--- src/rtl/hart_frame_parser_unit_assert.svh ---
// Assertion macros for the frame parser.
// Depends on a clock named clk and a synchronous reset named rst in the including scope.
`ifndef HART_FRAME_PARSER_UNIT_ASSERT_SVH
`define HART_FRAME_PARSER_UNIT_ASSERT_SVH

// Same-cycle implication, checked outside reset.
`define HFP_ASSERT_NOW(lbl, ante, cons, msg) \
  lbl: assert property (@(posedge clk) disable iff (rst) (ante) |-> (cons)) else $error(msg);

// Next-cycle implication, checked outside reset.
`define HFP_ASSERT_NEXT(lbl, ante, cons, msg) \
  lbl: assert property (@(posedge clk) disable iff (rst) (ante) |=> (cons)) else $error(msg);

// Implication that is also checked while reset is high.
`define HFP_ASSERT_ALWAYS(lbl, ante, cons, msg) \
  lbl: assert property (@(posedge clk) (ante) |-> (cons)) else $error(msg);

`endif

--- src/rtl/hfp_pkg.sv ---
// Shared types and constants of the frame parser.
// No dependencies.
`default_nettype none

package hfp_pkg;

  // Frame byte codes.
  localparam logic [7:0] PREAMBLE_BYTE = 8'hFF;
  localparam logic [7:0] START_SHORT   = 8'h82;
  localparam logic [7:0] START_LONG    = 8'h06;

  // Saturation limits of the frame counters.
  localparam logic [4:0] PRE_SAT  = 5'd31;
  localparam logic [2:0] HPOS_SAT = 3'd7;
  localparam logic [2:0] FLC_SAT  = 3'd5;

  // Header byte positions counted after the start byte.
  localparam logic [2:0] ADDR_POS       = 3'd0;
  localparam logic [2:0] CMD_POS_SHORT  = 3'd1;
  localparam logic [2:0] CMD_POS_LONG   = 3'd5;
  localparam logic [2:0] CNT_POS_SHORT  = 3'd2;
  localparam logic [2:0] CNT_POS_LONG   = 3'd6;
  localparam logic [2:0] NEED_SHORT     = 3'd4;
  localparam logic [2:0] NEED_LONG      = 3'd7;

  // Summary status codes.
  localparam logic [2:0] ST_OK        = 3'd0;
  localparam logic [2:0] ST_SHORT     = 3'd1;
  localparam logic [2:0] ST_NO_START  = 3'd2;
  localparam logic [2:0] ST_BAD_START = 3'd3;
  localparam logic [2:0] ST_TRUNC     = 3'd4;

  // Result kinds.
  localparam logic KIND_DATA    = 1'b0;
  localparam logic KIND_SUMMARY = 1'b1;

  // Queue between the front and back parts.
  localparam int QDEPTH = 4;
  localparam int QPTR_W = 2;
  localparam int QCNT_W = 3;

  // One queue entry: the results caused by one accepted byte.
  typedef struct packed {
    logic       has_data;
    logic       has_sum;
    logic [7:0] data_byte;
    logic [7:0] data_index;
    logic [7:0] address;
    logic [7:0] command;
    logic [7:0] byte_count;
    logic       long_frame;
    logic [2:0] status;
    logic       preamble_ok;
    logic       checksum_ok;
  } hfp_entry_t;

  // Handshake between the queue and its neighbors.
  typedef struct packed {
    logic valid;
    logic space;
  } hfp_qstat_t;

endpackage

`default_nettype wire

--- src/rtl/hfp_if.sv ---
// Channel interfaces of the frame parser: input bytes, results and configuration.
// No dependencies.
`default_nettype none

interface hfp_in_if;
  logic       valid;
  logic       ready;
  logic [7:0] frame_byte;
  logic       last_byte;
  modport source (output valid, output frame_byte, output last_byte, input ready);
  modport sink (input valid, input frame_byte, input last_byte, output ready);
endinterface

interface hfp_out_if;
  logic       valid;
  logic       ready;
  logic       kind;
  logic [7:0] data_byte;
  logic [7:0] data_index;
  logic [7:0] address;
  logic [7:0] command;
  logic [7:0] byte_count;
  logic [2:0] status;
  logic       long_frame;
  logic       preamble_ok;
  logic       checksum_ok;
  logic       last;
  modport source (output valid, output kind, output data_byte, output data_index,
                  output address, output command, output byte_count, output status,
                  output long_frame, output preamble_ok, output checksum_ok,
                  output last, input ready);
  modport sink (input valid, input kind, input data_byte, input data_index,
                input address, input command, input byte_count, input status,
                input long_frame, input preamble_ok, input checksum_ok,
                input last, output ready);
endinterface

interface hfp_cfg_if;
  logic       valid;
  logic       ready;
  logic [4:0] min_preamble;
  modport source (output valid, output min_preamble, input ready);
  modport sink (input valid, input min_preamble, output ready);
endinterface

`default_nettype wire

--- src/rtl/hart_frame_parser_unit.sv ---
// Top level of the frame parser: configuration register, front, queue and back parts.
// Depends on hfp_pkg, the hfp interfaces, hfp_front, hfp_queue, hfp_back and the assert macros.
//
//  Channel  Direction  Payload
//  frame    in         frame_byte[7:0], last_byte
//  result   out        kind, data_byte, data_index, address, command, byte_count,
//                      status[2:0], long_frame, preamble_ok, checksum_ok, last
//  cfg      in         min_preamble[4:0]
//
// One frame byte is accepted per cycle; its frame state is registered as it is accepted.
// A byte yields at most a data result and a summary; the back part sends one result per
// cycle while result.ready is high, so a final byte that also carries data holds the output for both results.
// A four-entry queue between front and back absorbs output stalls; input stalls only
// when it is full. Reset is synchronous; min_preamble resets to 5, and no clearing pass
// is needed. Configuration writes are taken at once.
`default_nettype none

`include "hart_frame_parser_unit_assert.svh"

module hart_frame_parser_unit
  import hfp_pkg::*;
#(
  parameter int PAYLOAD_CAPACITY = 64
) (
  input  wire logic clk,
  input  wire logic rst,
  hfp_in_if.sink    frame,
  hfp_out_if.source result,
  hfp_cfg_if.sink   cfg
);

  logic [4:0] min_preamble;
  logic       push;
  logic       pop;
  hfp_entry_t wr_entry;
  hfp_entry_t rd_entry;
  hfp_qstat_t qstat;

  // Configuration register.
  assign cfg.ready = 1'b1;
  always_ff @(posedge clk) begin
    if (rst) begin
      min_preamble <= 5'd5;
    end else if (cfg.valid && cfg.ready) begin
      min_preamble <= cfg.min_preamble;
    end
  end

  hfp_front #(
    .PAYLOAD_CAPACITY(PAYLOAD_CAPACITY)
  ) u_front (
    .clk          (clk),
    .rst          (rst),
    .frame        (frame),
    .min_preamble (min_preamble),
    .qstat        (qstat),
    .push         (push),
    .entry        (wr_entry)
  );

  hfp_queue u_queue (
    .clk      (clk),
    .rst      (rst),
    .push     (push),
    .wr_entry (wr_entry),
    .pop      (pop),
    .rd_entry (rd_entry),
    .qstat    (qstat)
  );

  hfp_back u_back (
    .clk     (clk),
    .rst     (rst),
    .qstat   (qstat),
    .q_entry (rd_entry),
    .pop     (pop),
    .result  (result)
  );

  // A summary always closes the results of its byte.
  `HFP_ASSERT_NOW(a_sum_last, result.valid && result.kind == KIND_SUMMARY, result.last, "summary without last")

  // Data results carry no summary flags.
  `HFP_ASSERT_NOW(a_data_clean, result.valid && result.kind == KIND_DATA, result.status == ST_OK && !result.preamble_ok && !result.checksum_ok, "data result with summary fields")

  // An entry popped from the queue always shows up as a result in the next cycle.
  `HFP_ASSERT_NEXT(a_pop_shows, pop, result.valid, "popped entry not presented")

  // Nothing is presented directly after reset.
  `HFP_ASSERT_ALWAYS(a_reset_idle, $past(rst), !result.valid, "result valid after reset")

endmodule

`default_nettype wire

--- src/rtl/hfp_front.sv ---
// Front part: accepts frame bytes, tracks the frame state and builds queue entries.
// Depends on hfp_pkg and hfp_in_if.
`default_nettype none

module hfp_front
  import hfp_pkg::*;
#(
  parameter int PAYLOAD_CAPACITY = 64
) (
  input  wire logic       clk,
  input  wire logic       rst,
  hfp_in_if.sink          frame,
  input  wire logic [4:0] min_preamble,
  input  wire hfp_qstat_t qstat,
  output logic            push,
  output hfp_entry_t      entry
);

  typedef enum logic [1:0] {PH_PRE, PH_HDR, PH_DATA, PH_BAD} phase_t;

  localparam logic [7:0] CAP = 8'(PAYLOAD_CAPACITY);

  phase_t     phase, phase_next;
  logic [4:0] pre_cnt, pre_cnt_next;
  logic [2:0] hpos, hpos_next;
  logic [2:0] flc, flc_next;
  logic [7:0] xsum, xsum_next;
  logic [7:0] addr, addr_next;
  logic [7:0] cmd, cmd_next;
  logic [7:0] bcnt, bcnt_next;
  logic [7:0] dcnt, dcnt_next;
  logic       long_flag, long_next;

  logic       accept;
  logic       fin;
  logic [7:0] b;
  logic [7:0] lim;
  logic       emit;
  logic [2:0] need;
  logic [2:0] st;

  assign frame.ready = qstat.space;
  assign accept      = frame.valid && frame.ready;
  assign b           = frame.frame_byte;
  assign fin         = frame.last_byte;
  assign lim         = (bcnt < CAP) ? bcnt : CAP;
  assign emit        = (phase == PH_DATA) && (dcnt < lim);

  // Next frame state for the byte at the input.
  always_comb begin
    phase_next   = phase;
    pre_cnt_next = pre_cnt;
    hpos_next    = hpos;
    flc_next     = (flc < FLC_SAT) ? flc + 3'd1 : flc;
    xsum_next    = xsum ^ b;
    addr_next    = addr;
    cmd_next     = cmd;
    bcnt_next    = bcnt;
    dcnt_next    = dcnt;
    long_next    = long_flag;
    case (phase)
      PH_PRE: begin
        xsum_next = xsum;
        if (b == PREAMBLE_BYTE) begin
          if (pre_cnt < PRE_SAT) pre_cnt_next = pre_cnt + 5'd1;
        end else begin
          xsum_next = b;
          if (b == START_SHORT) begin
            long_next  = 1'b0;
            phase_next = PH_HDR;
          end else if (b == START_LONG) begin
            long_next  = 1'b1;
            phase_next = PH_HDR;
          end else begin
            phase_next = PH_BAD;
          end
        end
      end
      PH_HDR: begin
        if (hpos == ADDR_POS) addr_next = b;
        if (hpos == (long_flag ? CMD_POS_LONG : CMD_POS_SHORT)) cmd_next = b;
        if (hpos == (long_flag ? CNT_POS_LONG : CNT_POS_SHORT)) begin
          bcnt_next  = b;
          phase_next = PH_DATA;
        end
        if (hpos < HPOS_SAT) hpos_next = hpos + 3'd1;
      end
      PH_DATA: begin
        if (hpos < HPOS_SAT) hpos_next = hpos + 3'd1;
        if (emit) dcnt_next = dcnt + 8'd1;
      end
      default: begin
      end
    endcase
  end

  // Summary status, in priority order.
  assign need = long_next ? NEED_LONG : NEED_SHORT;
  always_comb begin
    if (flc_next < FLC_SAT) st = ST_SHORT;
    else if (phase_next == PH_PRE) st = ST_NO_START;
    else if (phase_next == PH_BAD) st = ST_BAD_START;
    else if (hpos_next < need) st = ST_TRUNC;
    else st = ST_OK;
  end

  // Queue entry for the results of this byte.
  assign push = accept && (emit || fin);
  always_comb begin
    entry.has_data    = emit;
    entry.has_sum     = fin;
    entry.data_byte   = b;
    entry.data_index  = dcnt;
    entry.address     = addr_next;
    entry.command     = cmd_next;
    entry.byte_count  = bcnt_next;
    entry.long_frame  = long_next;
    entry.status      = st;
    entry.preamble_ok = (pre_cnt_next >= min_preamble);
    entry.checksum_ok = (phase_next != PH_PRE) && (xsum_next == 8'd0);
  end

  // Frame state; the final byte returns it to the start of a frame.
  always_ff @(posedge clk) begin
    if (rst || (accept && fin)) begin
      phase     <= PH_PRE;
      pre_cnt   <= '0;
      hpos      <= '0;
      flc       <= '0;
      xsum      <= '0;
      addr      <= '0;
      cmd       <= '0;
      bcnt      <= '0;
      dcnt      <= '0;
      long_flag <= 1'b0;
    end else if (accept) begin
      phase     <= phase_next;
      pre_cnt   <= pre_cnt_next;
      hpos      <= hpos_next;
      flc       <= flc_next;
      xsum      <= xsum_next;
      addr      <= addr_next;
      cmd       <= cmd_next;
      bcnt      <= bcnt_next;
      dcnt      <= dcnt_next;
      long_flag <= long_next;
    end
  end

endmodule

`default_nettype wire

--- src/rtl/hfp_queue.sv ---
// Short queue of result entries between the front and back parts.
// Depends on hfp_pkg.
`default_nettype none

module hfp_queue
  import hfp_pkg::*;
(
  input  wire logic       clk,
  input  wire logic       rst,
  input  wire logic       push,
  input  wire hfp_entry_t wr_entry,
  input  wire logic       pop,
  output hfp_entry_t      rd_entry,
  output hfp_qstat_t      qstat
);

  hfp_entry_t              mem [QDEPTH];
  logic [QPTR_W-1:0]       wptr;
  logic [QPTR_W-1:0]       rptr;
  logic [QCNT_W-1:0]       count;

  assign qstat.valid = (count != '0);
  assign qstat.space = (count != QCNT_W'(QDEPTH));
  assign rd_entry    = mem[rptr];

  // Entry storage.
  always_ff @(posedge clk) begin
    if (push) mem[wptr] <= wr_entry;
  end

  // Pointers and fill count.
  always_ff @(posedge clk) begin
    if (rst) begin
      wptr  <= '0;
      rptr  <= '0;
      count <= '0;
    end else begin
      if (push) wptr <= wptr + QPTR_W'(1);
      if (pop) rptr <= rptr + QPTR_W'(1);
      if (push && !pop) count <= count + QCNT_W'(1);
      else if (pop && !push) count <= count - QCNT_W'(1);
    end
  end

endmodule

`default_nettype wire

--- src/rtl/hfp_back.sv ---
// Back part: takes queue entries and delivers their data and summary results.
// Depends on hfp_pkg and hfp_out_if.
`default_nettype none

module hfp_back
  import hfp_pkg::*;
(
  input  wire logic       clk,
  input  wire logic       rst,
  input  wire hfp_qstat_t qstat,
  input  wire hfp_entry_t q_entry,
  output logic            pop,
  hfp_out_if.source       result
);

  hfp_entry_t cur;
  logic       pend_data;
  logic       pend_sum;
  logic       fire;
  logic       finishing;

  assign result.valid = pend_data || pend_sum;
  assign fire         = result.valid && result.ready;
  assign finishing    = fire && !(pend_data && pend_sum);
  assign pop          = qstat.valid && (!result.valid || finishing);

  // Result fields: the data result goes out before the summary.
  always_comb begin
    result.address    = cur.address;
    result.command    = cur.command;
    result.byte_count = cur.byte_count;
    result.long_frame = cur.long_frame;
    if (pend_data) begin
      result.kind        = KIND_DATA;
      result.data_byte   = cur.data_byte;
      result.data_index  = cur.data_index;
      result.status      = ST_OK;
      result.preamble_ok = 1'b0;
      result.checksum_ok = 1'b0;
      result.last        = !pend_sum;
    end else begin
      result.kind        = KIND_SUMMARY;
      result.data_byte   = 8'd0;
      result.data_index  = 8'd0;
      result.status      = cur.status;
      result.preamble_ok = cur.preamble_ok;
      result.checksum_ok = cur.checksum_ok;
      result.last        = 1'b1;
    end
  end

  // Output register and pending flags.
  always_ff @(posedge clk) begin
    if (rst) begin
      pend_data <= 1'b0;
      pend_sum  <= 1'b0;
    end else if (pop) begin
      cur       <= q_entry;
      pend_data <= q_entry.has_data;
      pend_sum  <= q_entry.has_sum;
    end else if (fire) begin
      if (pend_data) pend_data <= 1'b0;
      else pend_sum <= 1'b0;
    end
  end

endmodule

`default_nettype wire
--- src/flat_wrapper.sv ---
// flat-port wrapper written by rule: the top's interface ports become plain ports
module hart_frame_parser_unit_flat import hfp_pkg::*;
#(
  parameter int PAYLOAD_CAPACITY = 64
)
  (clk, rst, frame_valid, frame_frame_byte, frame_last_byte, frame_ready, result_valid, result_kind, result_data_byte, result_data_index, result_address, result_command, result_byte_count, result_status, result_long_frame, result_preamble_ok, result_checksum_ok, result_last, result_ready, cfg_valid, cfg_min_preamble, cfg_ready);
  hfp_in_if frame_i ();
  hfp_out_if result_i ();
  hfp_cfg_if cfg_i ();
  input  wire logic clk;
  input  wire logic rst;
  input wire logic [$bits(frame_i.valid)-1:0] frame_valid;
  input wire logic [$bits(frame_i.frame_byte)-1:0] frame_frame_byte;
  input wire logic [$bits(frame_i.last_byte)-1:0] frame_last_byte;
  output wire logic [$bits(frame_i.ready)-1:0] frame_ready;
  output wire logic [$bits(result_i.valid)-1:0] result_valid;
  output wire logic [$bits(result_i.kind)-1:0] result_kind;
  output wire logic [$bits(result_i.data_byte)-1:0] result_data_byte;
  output wire logic [$bits(result_i.data_index)-1:0] result_data_index;
  output wire logic [$bits(result_i.address)-1:0] result_address;
  output wire logic [$bits(result_i.command)-1:0] result_command;
  output wire logic [$bits(result_i.byte_count)-1:0] result_byte_count;
  output wire logic [$bits(result_i.status)-1:0] result_status;
  output wire logic [$bits(result_i.long_frame)-1:0] result_long_frame;
  output wire logic [$bits(result_i.preamble_ok)-1:0] result_preamble_ok;
  output wire logic [$bits(result_i.checksum_ok)-1:0] result_checksum_ok;
  output wire logic [$bits(result_i.last)-1:0] result_last;
  input wire logic [$bits(result_i.ready)-1:0] result_ready;
  input wire logic [$bits(cfg_i.valid)-1:0] cfg_valid;
  input wire logic [$bits(cfg_i.min_preamble)-1:0] cfg_min_preamble;
  output wire logic [$bits(cfg_i.ready)-1:0] cfg_ready;
  assign frame_i.valid = frame_valid;
  assign frame_i.frame_byte = frame_frame_byte;
  assign frame_i.last_byte = frame_last_byte;
  assign frame_ready = frame_i.ready;
  assign result_valid = result_i.valid;
  assign result_kind = result_i.kind;
  assign result_data_byte = result_i.data_byte;
  assign result_data_index = result_i.data_index;
  assign result_address = result_i.address;
  assign result_command = result_i.command;
  assign result_byte_count = result_i.byte_count;
  assign result_status = result_i.status;
  assign result_long_frame = result_i.long_frame;
  assign result_preamble_ok = result_i.preamble_ok;
  assign result_checksum_ok = result_i.checksum_ok;
  assign result_last = result_i.last;
  assign result_i.ready = result_ready;
  assign cfg_i.valid = cfg_valid;
  assign cfg_i.min_preamble = cfg_min_preamble;
  assign cfg_ready = cfg_i.ready;
  hart_frame_parser_unit #(.PAYLOAD_CAPACITY(PAYLOAD_CAPACITY)) u_core (.clk(clk), .rst(rst), .frame(frame_i), .result(result_i), .cfg(cfg_i));
endmodule
--- config.mk ---
export PLATFORM = sky130hd
export DESIGN_NAME = hart_frame_parser_unit_flat
export DESIGN_NICKNAME = d
export VERILOG_FILES = /design/src/rtl/hfp_pkg.sv /design/src/rtl/hfp_if.sv /design/src/rtl/hart_frame_parser_unit.sv /design/src/rtl/hfp_front.sv /design/src/rtl/hfp_queue.sv /design/src/rtl/hfp_back.sv /design/src/flat_wrapper.sv
export VERILOG_INCLUDE_DIRS = /design/src /design/src/rtl
export SDC_FILE = /design/constraint.sdc
export NUM_CORES = 1
export LEC_CHECK = 0
export ABC_AREA = 1
export BUFFER_PORTS_ARGS = -buffer_cell sky130_fd_sc_hd__buf_4
export CAP_MARGIN = 20
export CELL_PAD_IN_SITES_DETAIL_PLACEMENT = 1
export CELL_PAD_IN_SITES_GLOBAL_PLACEMENT = 1
export CORE_MARGIN = 10
export CORE_UTILIZATION = 49
export DETAILED_ROUTE_END_ITERATION = 6
export PLACE_DENSITY_LB_ADDON = 0.25
export SYNTH_ARGS = -nofsm -noshare
export SYNTH_HDL_FRONTEND = slang
export SYNTH_HIERARCHICAL = 1
export SYNTH_SLANG_ARGS = --single-unit
export TNS_END_PERCENT = 20
--- constraint.sdc ---
create_clock -name clk -period 4.55 [get_ports clk]
set_input_delay 0.91 -clock clk [delete_from_list [all_inputs] [get_ports clk]]
set_output_delay 0.91 -clock clk [all_outputs]
set_load 0.01 [all_outputs]
Word level (Yosys, flattened, before mapping):

Memories as Yosys holds them, arrays and structs flattened. A register that Yosys moved wholly into a read port is not among the register bits.
Index checks and enable logic that the tools add are counted.

* bits in registers: 114
* bits in latches: 0
* bits in writable memories: 192
* memory bits (read-only): 0
* bits of input ports: 19
* output and inout bits: 51
* logic and storage cells: 135
* memories: 1

* add/subtract/negate cells: 8
* multiply operators: 0
* divide/modulo/power cells: 0
* $lt $le $gt $ge: 8
* eq/ne operators: 10
* shifts and indexed selects: 0
* mux-type cells: 49
* bitwise operators: 2
* reductions and logical operators: 32

Memory list
* u_core.u_queue.mem: words 4, bits a word 48, rd ports 1, clocked after memory_dff 1, write ports 1, line hfp_queue.sv:17 `hfp_entry_t mem [QDEPTH];`

Operators with widths (count)
* 2-to-1 mux 8 bit: 11
* 2-to-1 mux 3 bit: 12
* equality test 8 bit, second input constant: 2
* 2-to-1 mux 1 bit: 15
* 2-to-1 mux 5 bit: 3
* 2-to-1 mux 2 bit: 7
* logical AND 1 bit: 11
* adder 3 x 1 -> 3 bit, second input constant: 3
* < comparator 3 bit, second input constant: 3
* adder 8 x 1 -> 8 bit, second input constant: 1
* equality test 8 x 3 -> 1 bit, second input constant: 1
* zero test 8 bit: 1
* < comparator 8 x 7 -> 1 bit, second input constant: 1
* < comparator 8 bit: 1
* bitwise XOR 8 bit: 1
* equality test 3 bit: 2
* nonzero test 2 bit: 3
* adder 5 x 1 -> 5 bit, second input constant: 1
* greater-or-equal comparator 5 bit: 1
* zero test 1 bit: 5
* < comparator 5 bit, second input constant: 1
* adder 2 x 1 -> 2 bit, second input constant: 2
* equality test 2 bit, second input constant: 2
* zero test 2 bit: 2
* 13 further kinds: 17

Depth between registers and ports, before layout:

Gate-level depths: netlist of the first run.

* depth after elaboration: 11
* depth in mapped cells: 19

By module:

Netlist of the first run, hierarchy kept.

Modules (own cells, without submodules)
* hfp_queue: instances 1, cells each 524, area each 7624.8 um^2, sequential area each 5945.7 um^2
* hfp_front: instances 1, cells each 582, area each 3783.6 um^2, sequential area each 1081.0 um^2
* hfp_back: instances 1, cells each 134, area each 1864.3 um^2, sequential area each 1421.4 um^2
* hart_frame_parser_unit: instances 1, cells each 31, area each 221.5 um^2, sequential area each 100.1 um^2

Worst setup path after synthesis of the first run:

OpenSTA, ideal clock, no wires.

* kind: input-to-reg
* start point: input result_ready
* end point: register u_core/u_back/cur[0] in the netlist's numbering, enable pin
* arrival time: 3.317 ns
* data required time: 4.085 ns
* setup slack: 0.768 ns
* cell stages on the path: 4
* buffers on the path: 0
* path through: nand2_1 -> inv_1 -> nand2_1 -> a21oi_1

* longest elaborated chain between the ends: 5

RTL lines
* from (decl): line flat_wrapper.sv:28 `input wire logic [$bits(result_i.ready)-1:0] result_ready;`
* logical AND 1 bit: line hfp_back.sv:23 `assign fire = result.valid && result.ready;`
* logical AND 1 bit: line hfp_back.sv:24 `assign finishing = fire && !(pend_data && pend_sum);`
* logical OR 1 bit: line hfp_back.sv:25 `assign pop = qstat.valid && (!result.valid || finishing);`
* logical AND 1 bit: line hfp_back.sv:25
* AND reduction 2 bit (no source line)
* to (signal assigned): line hfp_back.sv:58 `cur <= q_entry;`
* to (decl): line hfp_back.sv:16 `hfp_entry_t cur;`

No other way between the ends.
A chain may end at the register's enable or synchronous reset.

Worst setup path after layout of the first run:

* start point: register u_core.u_front.bcnt[6]
* end point: memory u_core/u_queue/mem[1][10] in the netlist's numbering, enable pin

* longest elaborated chain between the ends: 8

RTL lines
* from (decl): line hfp_front.sv:30 `logic [7:0] bcnt, bcnt_next;`
* from (signal assigned): line hfp_front.sv:144 `bcnt <= bcnt_next;`
* < comparator 8 x 7 -> 1 bit: line hfp_front.sv:46 `assign lim = (bcnt < CAP) ? bcnt : CAP;`
* 2-to-1 mux 8 bit (*): line hfp_front.sv:46
* < comparator 8 bit (*): line hfp_front.sv:47 `assign emit = (phase == PH_DATA) && (dcnt < lim);`
* logical AND 1 bit (*): line hfp_front.sv:47
* logical OR 1 bit (*): line hfp_front.sv:108 `assign push = accept && (emit || fin);`
* logical AND 1 bit (*): line hfp_front.sv:108
* via u_core.push: line hart_frame_parser_unit.sv:33 `logic push;`
* 2-to-1 mux 1 bit (*): line hfp_queue.sv:28 `if (push) mem[wptr] <= wr_entry;`
* 2-to-1 mux 1 bit (implied by the code) (*): line hfp_queue.sv:28
* to (decl): line hfp_queue.sv:17

The timed path passes the listed nets; every way through them passes the cells marked *.

==> flow_summary.ini, run 1 <==
[status]
status = completed

[cells_and_area]
areaGrowthSynthToFinish_pct = 11.7
drive_gt1_share_pct = 14.2
antenna_cells = 0
nets = 1345
final_util_pct = 55.8
stdcell_count = 1662

[synthesis]
synth_cells = 1271
netlist.area_leader.share_pct = 53.0
synth.most_common_cell = edfxtp_1
yosys.area.top_type = edfxtp_1
synth_top_flop_cell = edfxtp_1
synthesis.nets = 1321
avgSynthCellArea_um2 = 10.6
synth.distinct_cells = 47
synth_area_leaders = edfxtp_1, dfxtp_1, nor2_1
async_reset_ff_share_pct = 0
synth-edff-count = 238
synth_commonest_cells = edfxtp_1, nor2_1, nand2_1
yosys_warnings = 6
syn_area_um2 = 13500
ys_seq_elements = 308
seq_area_frac_synth_pct = 63.3

[clock_network]
cts_hold_buffers = 0
cts_tree = built
path_clk_slew_ns = 0.06
cts_resized = 0
cts_root_buf = clkbuf_16
clock_path_buffers = 3
cts_made_buffers = 34
cts_setup_buffers = 0
cts_max_level = 2
clock-sinks = 308
clk-insertion-delay-late_ns = 0.51

[global_route]
grt_usage_pct = 19.2
grt_pass1_wl_mm = 52.2
grt_pass1_vias = 9613
grt_max_degree = 97
antenna_found_initial = 0
grt-ovfl-total = 0

[timing]
clock-skew-final_ns = 0.0169
tightestPinTransition_ns = 1.01
finalHoldViolations = 0
max_freq_mhz = 294
max-slew-margin-rel_pct = 32.7
fin_crit_sh_pct = 74.7
timing.setup.tns_ns = 0
maxSlewViolCount = 0
grt_setup_unrepaired = false
finalSetupViolCount = 0
min_period_ns = 3.40

[placement]
placed_cells = 1600
port_buffers = 68
hpwlAfterDp_mm = 20.7
gp_congestion = 0.842

[critical_path]
arrival_ns = 3.60
path_class = reg -> reg
end_kind = register
cp_max_fo = 27
path_cells = nor2_2, nand2_1, ha_1, nand4_1, nand2_1, a21oi_2, nand3_4, nand2_1, nand2_1, inv_2, buf_4
worstSetupEndpoint = u_core/u_queue/mem[1][10]
path_delay_family = simple AND/OR/NAND/NOR gates
timing.rr.start = u_core/u_front/bcnt[6]
cpPeakStageDelay_ns = 0.58
required_ns = 4.75
cp_num_cells = 11
r2r-end = u_core/u_queue/mem[1][10]
crit_top_cell = nand2_1
reg2reg_depth = 11
cp_slowest_cell = inv_2
cp-startpoint = u_core/u_front/bcnt[6]
r2r_slack_ns = 1.15
path_buf_inv = 2
startpoint_type = register

[floorplan]
ios = 70
die_w_um = 186
core_area_um2 = 27000
initial_utilization_pct = 49.9
die-area_um2 = 34600
rows = 60
die_y_um = 186

[routing]
drc = 0
top_layer_used = met4
vias_per_cell = 5.48
vias = 9109
wl_met2_mm = 16.5
wl_met3_mm = 1.57
drt_iter0_drc = 636
drt-total-wl_mm = 33.0
drtAntennaViolNets = 0
first_pass_iters = 5
wire_per_inst_um = 19.8
wl_met1_mm = 14.3

[power]
power_frac_seq_pct = 42.6
p_leak_nw = 6.10
power.share.combinational_pct = 26.9
p_clk_share_pct = 30.5
power_density_nw_per_um2 = 605
p_int_w = 0.00614
ir_drop_v = 0.000272
swShare_pct = 32.6
power_switching_w = 0.00298

[run]
drv_cap = 0

[min_path]
worstHoldPathType = reg -> reg
-- cells in the final DEF (no fill, tap or decap), types with 9 or more instances in the layout --
cell / n
edfxtp_1: 238
nor2_1: 174
nand2_1: 153
inv_1: 129
o21ai_0: 121
buf_4: 78
dfxtp_1: 69
o21ai_1: 63
o22ai_1: 48
clkbuf_16: 38
a21oi_1: 34
ha_1: 30
nand3_1: 21
nor2_2: 13
nand4_1: 12
nand2_2: 11
clkbuf_1: 9
inv_2: 9
-- metrics by stage --
step                      instance area, um^2  setup slack, ns  total power [W]  hold WS, ns
after floorplan                         13500            0.768          0.00565        0.412
after global placement                  13900             1.35          0.00627        0.427
after detailed placement                13900             1.18          0.00641        0.436
after CTS                               15100             1.14          0.00921        0.445
after global routing                    15100            0.814          0.00964        0.471
final                                   15100             1.15          0.00912        0.444
-- power by group through the flow --
stage	Combinational [W]	Clock (W)	Sequential (W)
2_1_floorplan	0.00180	0	0.00384
3_3_place_gp	0.00234	0	0.00392
3_5_place_dp	0.00246	0	0.00395
4_1_cts	0.00249	0.00283	0.00389
5_1_grt	0.00275	0.00295	0.00394
6_report	0.00245	0.00278	0.00389
-- sequential cells by signal (all words and copies together) (netlist names), 2 cells and up, named ones only --
name / cells
u_core/u_front/hpos: 3
u_core/u_back/result.address: 8
u_core/u_queue/mem: 192
u_core/min_preamble: 5
u_core/u_queue/rptr: 2
u_core/u_front/pre_cnt: 5
u_core/u_front/phase: 2
u_core/u_queue/wptr: 2
u_core/u_front/xsum: 8
u_core/u_queue/count: 3
u_core/u_back/cur: 21
u_core/u_back/result.byte_count: 8
u_core/u_front/flc: 3
u_core/u_front/addr: 8
u_core/u_front/dcnt: 8
u_core/u_front/bcnt: 8
u_core/u_back/result.command: 8
u_core/u_front/cmd: 8
-- logic make-up (layout without fill, tap and decap cells) --
| family | count (synthesis) | after routing | share of synthesized area (%) |
|---|---|---|---|
| AOI/OAI and AO/OA | 288 | 288 | 11.6 |
| xor gates and xnor gates | 12 | 12 | 0.835 |
| adders and majority gates | 31 | 31 | 2.93 |
| buffers and inverters | 234 | 284 | 8.79 |
| DFF | 308 | 308 | 63.3 |
| other | 2 | 2 | 0.0557 |
| and+or+nand+nor | 396 | 396 | 12.5 |
-- metal layers --
metal / vias up / global-route usage (%)
met3: 45 / 3.41
li1: 4331 / -
met4: 0 / 5.22
met2: 191 / 34.1
met1: 4542 / 23.6
met5: - / 0
-- worst min path at each step --
stage,slack [ns],cells past startpoint,to,start
6_report,0.44,1,register,u_core/u_queue/rptr[1]
4_1_cts,0.45,1,u_core/u_queue/rptr[1],u_core/u_queue/rptr[1]
3_5_place_dp,0.44,1,u_core/u_queue/rptr[1],u_core/u_queue/rptr[1]
3_3_place_gp,0.43,1,register,u_core/u_queue/rptr[1]
5_1_grt,0.47,1,u_core/u_queue/rptr[1],u_core/u_queue/rptr[1]
2_1_floorplan,0.41,1,register,u_core/u_queue/rptr[1]
-- area by class of cell --
class	instances	area (um^2)
Clock buffer	51	1040
Multi-Input combinational cell	729	3770
Fill cell	2885	11900
Tap cell	341	427
Clock inverter	11	108
Timing Repair Buffer	81	646
Inverter	141	537
Sequential cell	308	8550
(Power assumes the default switching activity.)
==> inputs of run 2 (changes only) <==
- CORE_UTILIZATION: 49 -> 44
- clock period: 4.55 -> 2.9 ns (I/O delays scaled with it)
==> run 2 against run 1 <==
  * Sequential power grew 55%
  * Register-to-register slack got worse by 0.92 ns
  * Via count is 0.11% higher
  * Wire length fell by 0.12%
  * Combinational power increased by 63%
==> flow_summary.ini, run 2 (same netlist as run 1, synthesis figures left out) <==
[status]
status = completed

[clock_network]
cts_tree = built
cts_hold_buffers = 0
path_clk_slew_ns = 0.06
cts_root_buf = clkbuf_16
clock_path_buffers = 3
clock-sinks = 308
cts_made_buffers = 34
clk-insertion-delay-late_ns = 0.51
cts_max_level = 2

[timing]
tightestPinTransition_ns = 0.787
maxSlewViolCount = 0
max-slew-margin-rel_pct = 47.5
holdWs_ns = 0.282
timing.setup.tns_ns = 0
min_period_ns = 2.67
finalSetupViolCount = 0
finalHoldViolations = 0
max_freq_mhz = 374
clock-skew-final_ns = 0.0150
grt_setup_unrepaired = false
fin_crit_sh_pct = 92.1

[floorplan]
die_y_um = 195
initial_utilization_pct = 44.3
die-area_um2 = 38100
core_area_um2 = 30400
ios = 70
die_w_um = 195
rows = 64

[routing]
wire_per_inst_um = 18.9
vias_per_cell = 5.23
first_pass_iters = 4
drt_iter0_drc = 537
drt-total-wl_mm = 32.9
drtAntennaViolNets = 0
drc = 0
vias = 9119

[cells_and_area]
final_common_cell = edfxtp_1
largest_reg_flops = 192
drive_gt1_share_pct = 15.8
areaGrowthSynthToFinish_pct = 13.9
fillers = 3315
final_util_pct = 50.5
antenna_cells = 0
nets = 1370
top_regs = u_core/u_queue/mem x192, u_core/u_back/cur x21
final_cell_mix = edfxtp_1, nor2_1, nand2_1
top_register = u_core/u_queue/mem

[power]
finalPower_w = 0.0143
power_density_nw_per_um2 = 932
ir_drop_v = 0.000390
p_leak_nw = 6.21

[global_route]
globalRouteMet2Util_pct = 29.6
antenna_found_initial = 1
use_met3_pct = 2.88
grt_pass1_vias = 9428
grt_usage_pct = 16.8
grt_pass1_wl_mm = 51.8
grt_max_degree = 97
grt-busiest-layer = met2
grt.met1_usage_pct = 21.0
grt-ovfl-total = 0

[run]
drv_cap = 0

[min_path]
worstHoldPathType = in -> reg
min-delay-start = cfg_min_preamble[0]
min_delay_path_depth = 3
hold_end = u_core/min_preamble[0]

[critical_path]
r2r_slack_ns = 0.23
arrival_ns = 3.07
timing.rr.start = u_core/u_front/bcnt[7]
end_kind = register
r2r-end = u_core/u_queue/count[2]
cp_max_fo = 8
required_ns = 3.30
reg2reg_depth = 17
startpoint_type = register
path_class = reg -> reg

[placement]
gp_congestion = 0.798
port_buffers = 68
hpwlAfterDp_mm = 21.4
[run 2: layout make-up]
type,instances,area [um^2],area share [%]
flip-flops and latches,308,8550,55.6
multi-input cells,729,3790,24.6
clock buffers,50,992,6.46
repair buffers,106,871,5.67
inverters,141,541,3.52
well taps,396,495,3.22
clock inverters,12,133,0.863
[run 2: power breakdown]
| part | internal, W | switching (W) |
|---|---|---|
| clock network | 0.00257 | 0.00172 |
| registers | 0.00573 | 0.000289 |
| logic | 0.00133 | 0.00267 |
[run 2: layer usage]
layer | up-vias | wire [um]
met5 | - | 0
met4 | 0 | 506
met3 | 37 | 1220
met2 | 138 | 16500
met1 | 4556 | 14700
li1 | 4388 | -
[run 2: how the worst max path moves through the flow]
stage	startpoint	endpoint	slack (ns)	depth (start not counted)
final	u_core/u_front/bcnt[7]	u_core/u_queue/count[2]	0.23	17
after floorplan	u_core/u_front/bcnt[6]	u_core/u_queue/mem[1][0]	-0.16	10
after global placement	u_core/u_front/bcnt[6]	u_core/u_queue/count[2]	0.16	17
after CTS	u_core/u_front/bcnt[6]	u_core/u_queue/count[2]	0.009	17
after detailed placement	u_core/u_front/bcnt[6]	u_core/u_queue/count[2]	-0.05	17
after global routing	u_core/u_front/bcnt[7]	u_core/u_queue/count[2]	0.004	17
[run 2: metrics by stage]
stage / setup slack (ns) / instance area [um^2] / cells
finish: 0.229 / 15400 / 1742
CTS: 0.00920 / 15300 / 1738
global placement: 0.156 / 14200 / 1676
global route: 0.00416 / 15400 / 1742
floorplan: -0.156 / 13500 / 1271
detailed placement: -0.0544 / 14200 / 1676
[run 2: timing repair]
item / 4_1_cts / 5_1_grt
pin swaps: 0 / 2
buffers inserted: 0 / 4
resized for setup: 1 / 3
setup endpoints to repair: 1 / 2
[run 2: critical path, cell delays in order, from the launching register on]
cell and delay (ns):
dfxtp_1 0.34, nor2_4 0.18, nand2_1 0.08, ha_1 0.31, a21oi_2 0.17, nand2_2 0.09, nand2_4 0.12, nand3_4 0.13
nand2_4 0.11, ha_1 0.16, inv_1 0.07, fa_1 0.40, inv_1 0.08, nand2_1 0.06, nand3_1 0.08, nand2_1 0.05
inv_1 0.05, nor2_1 0.04
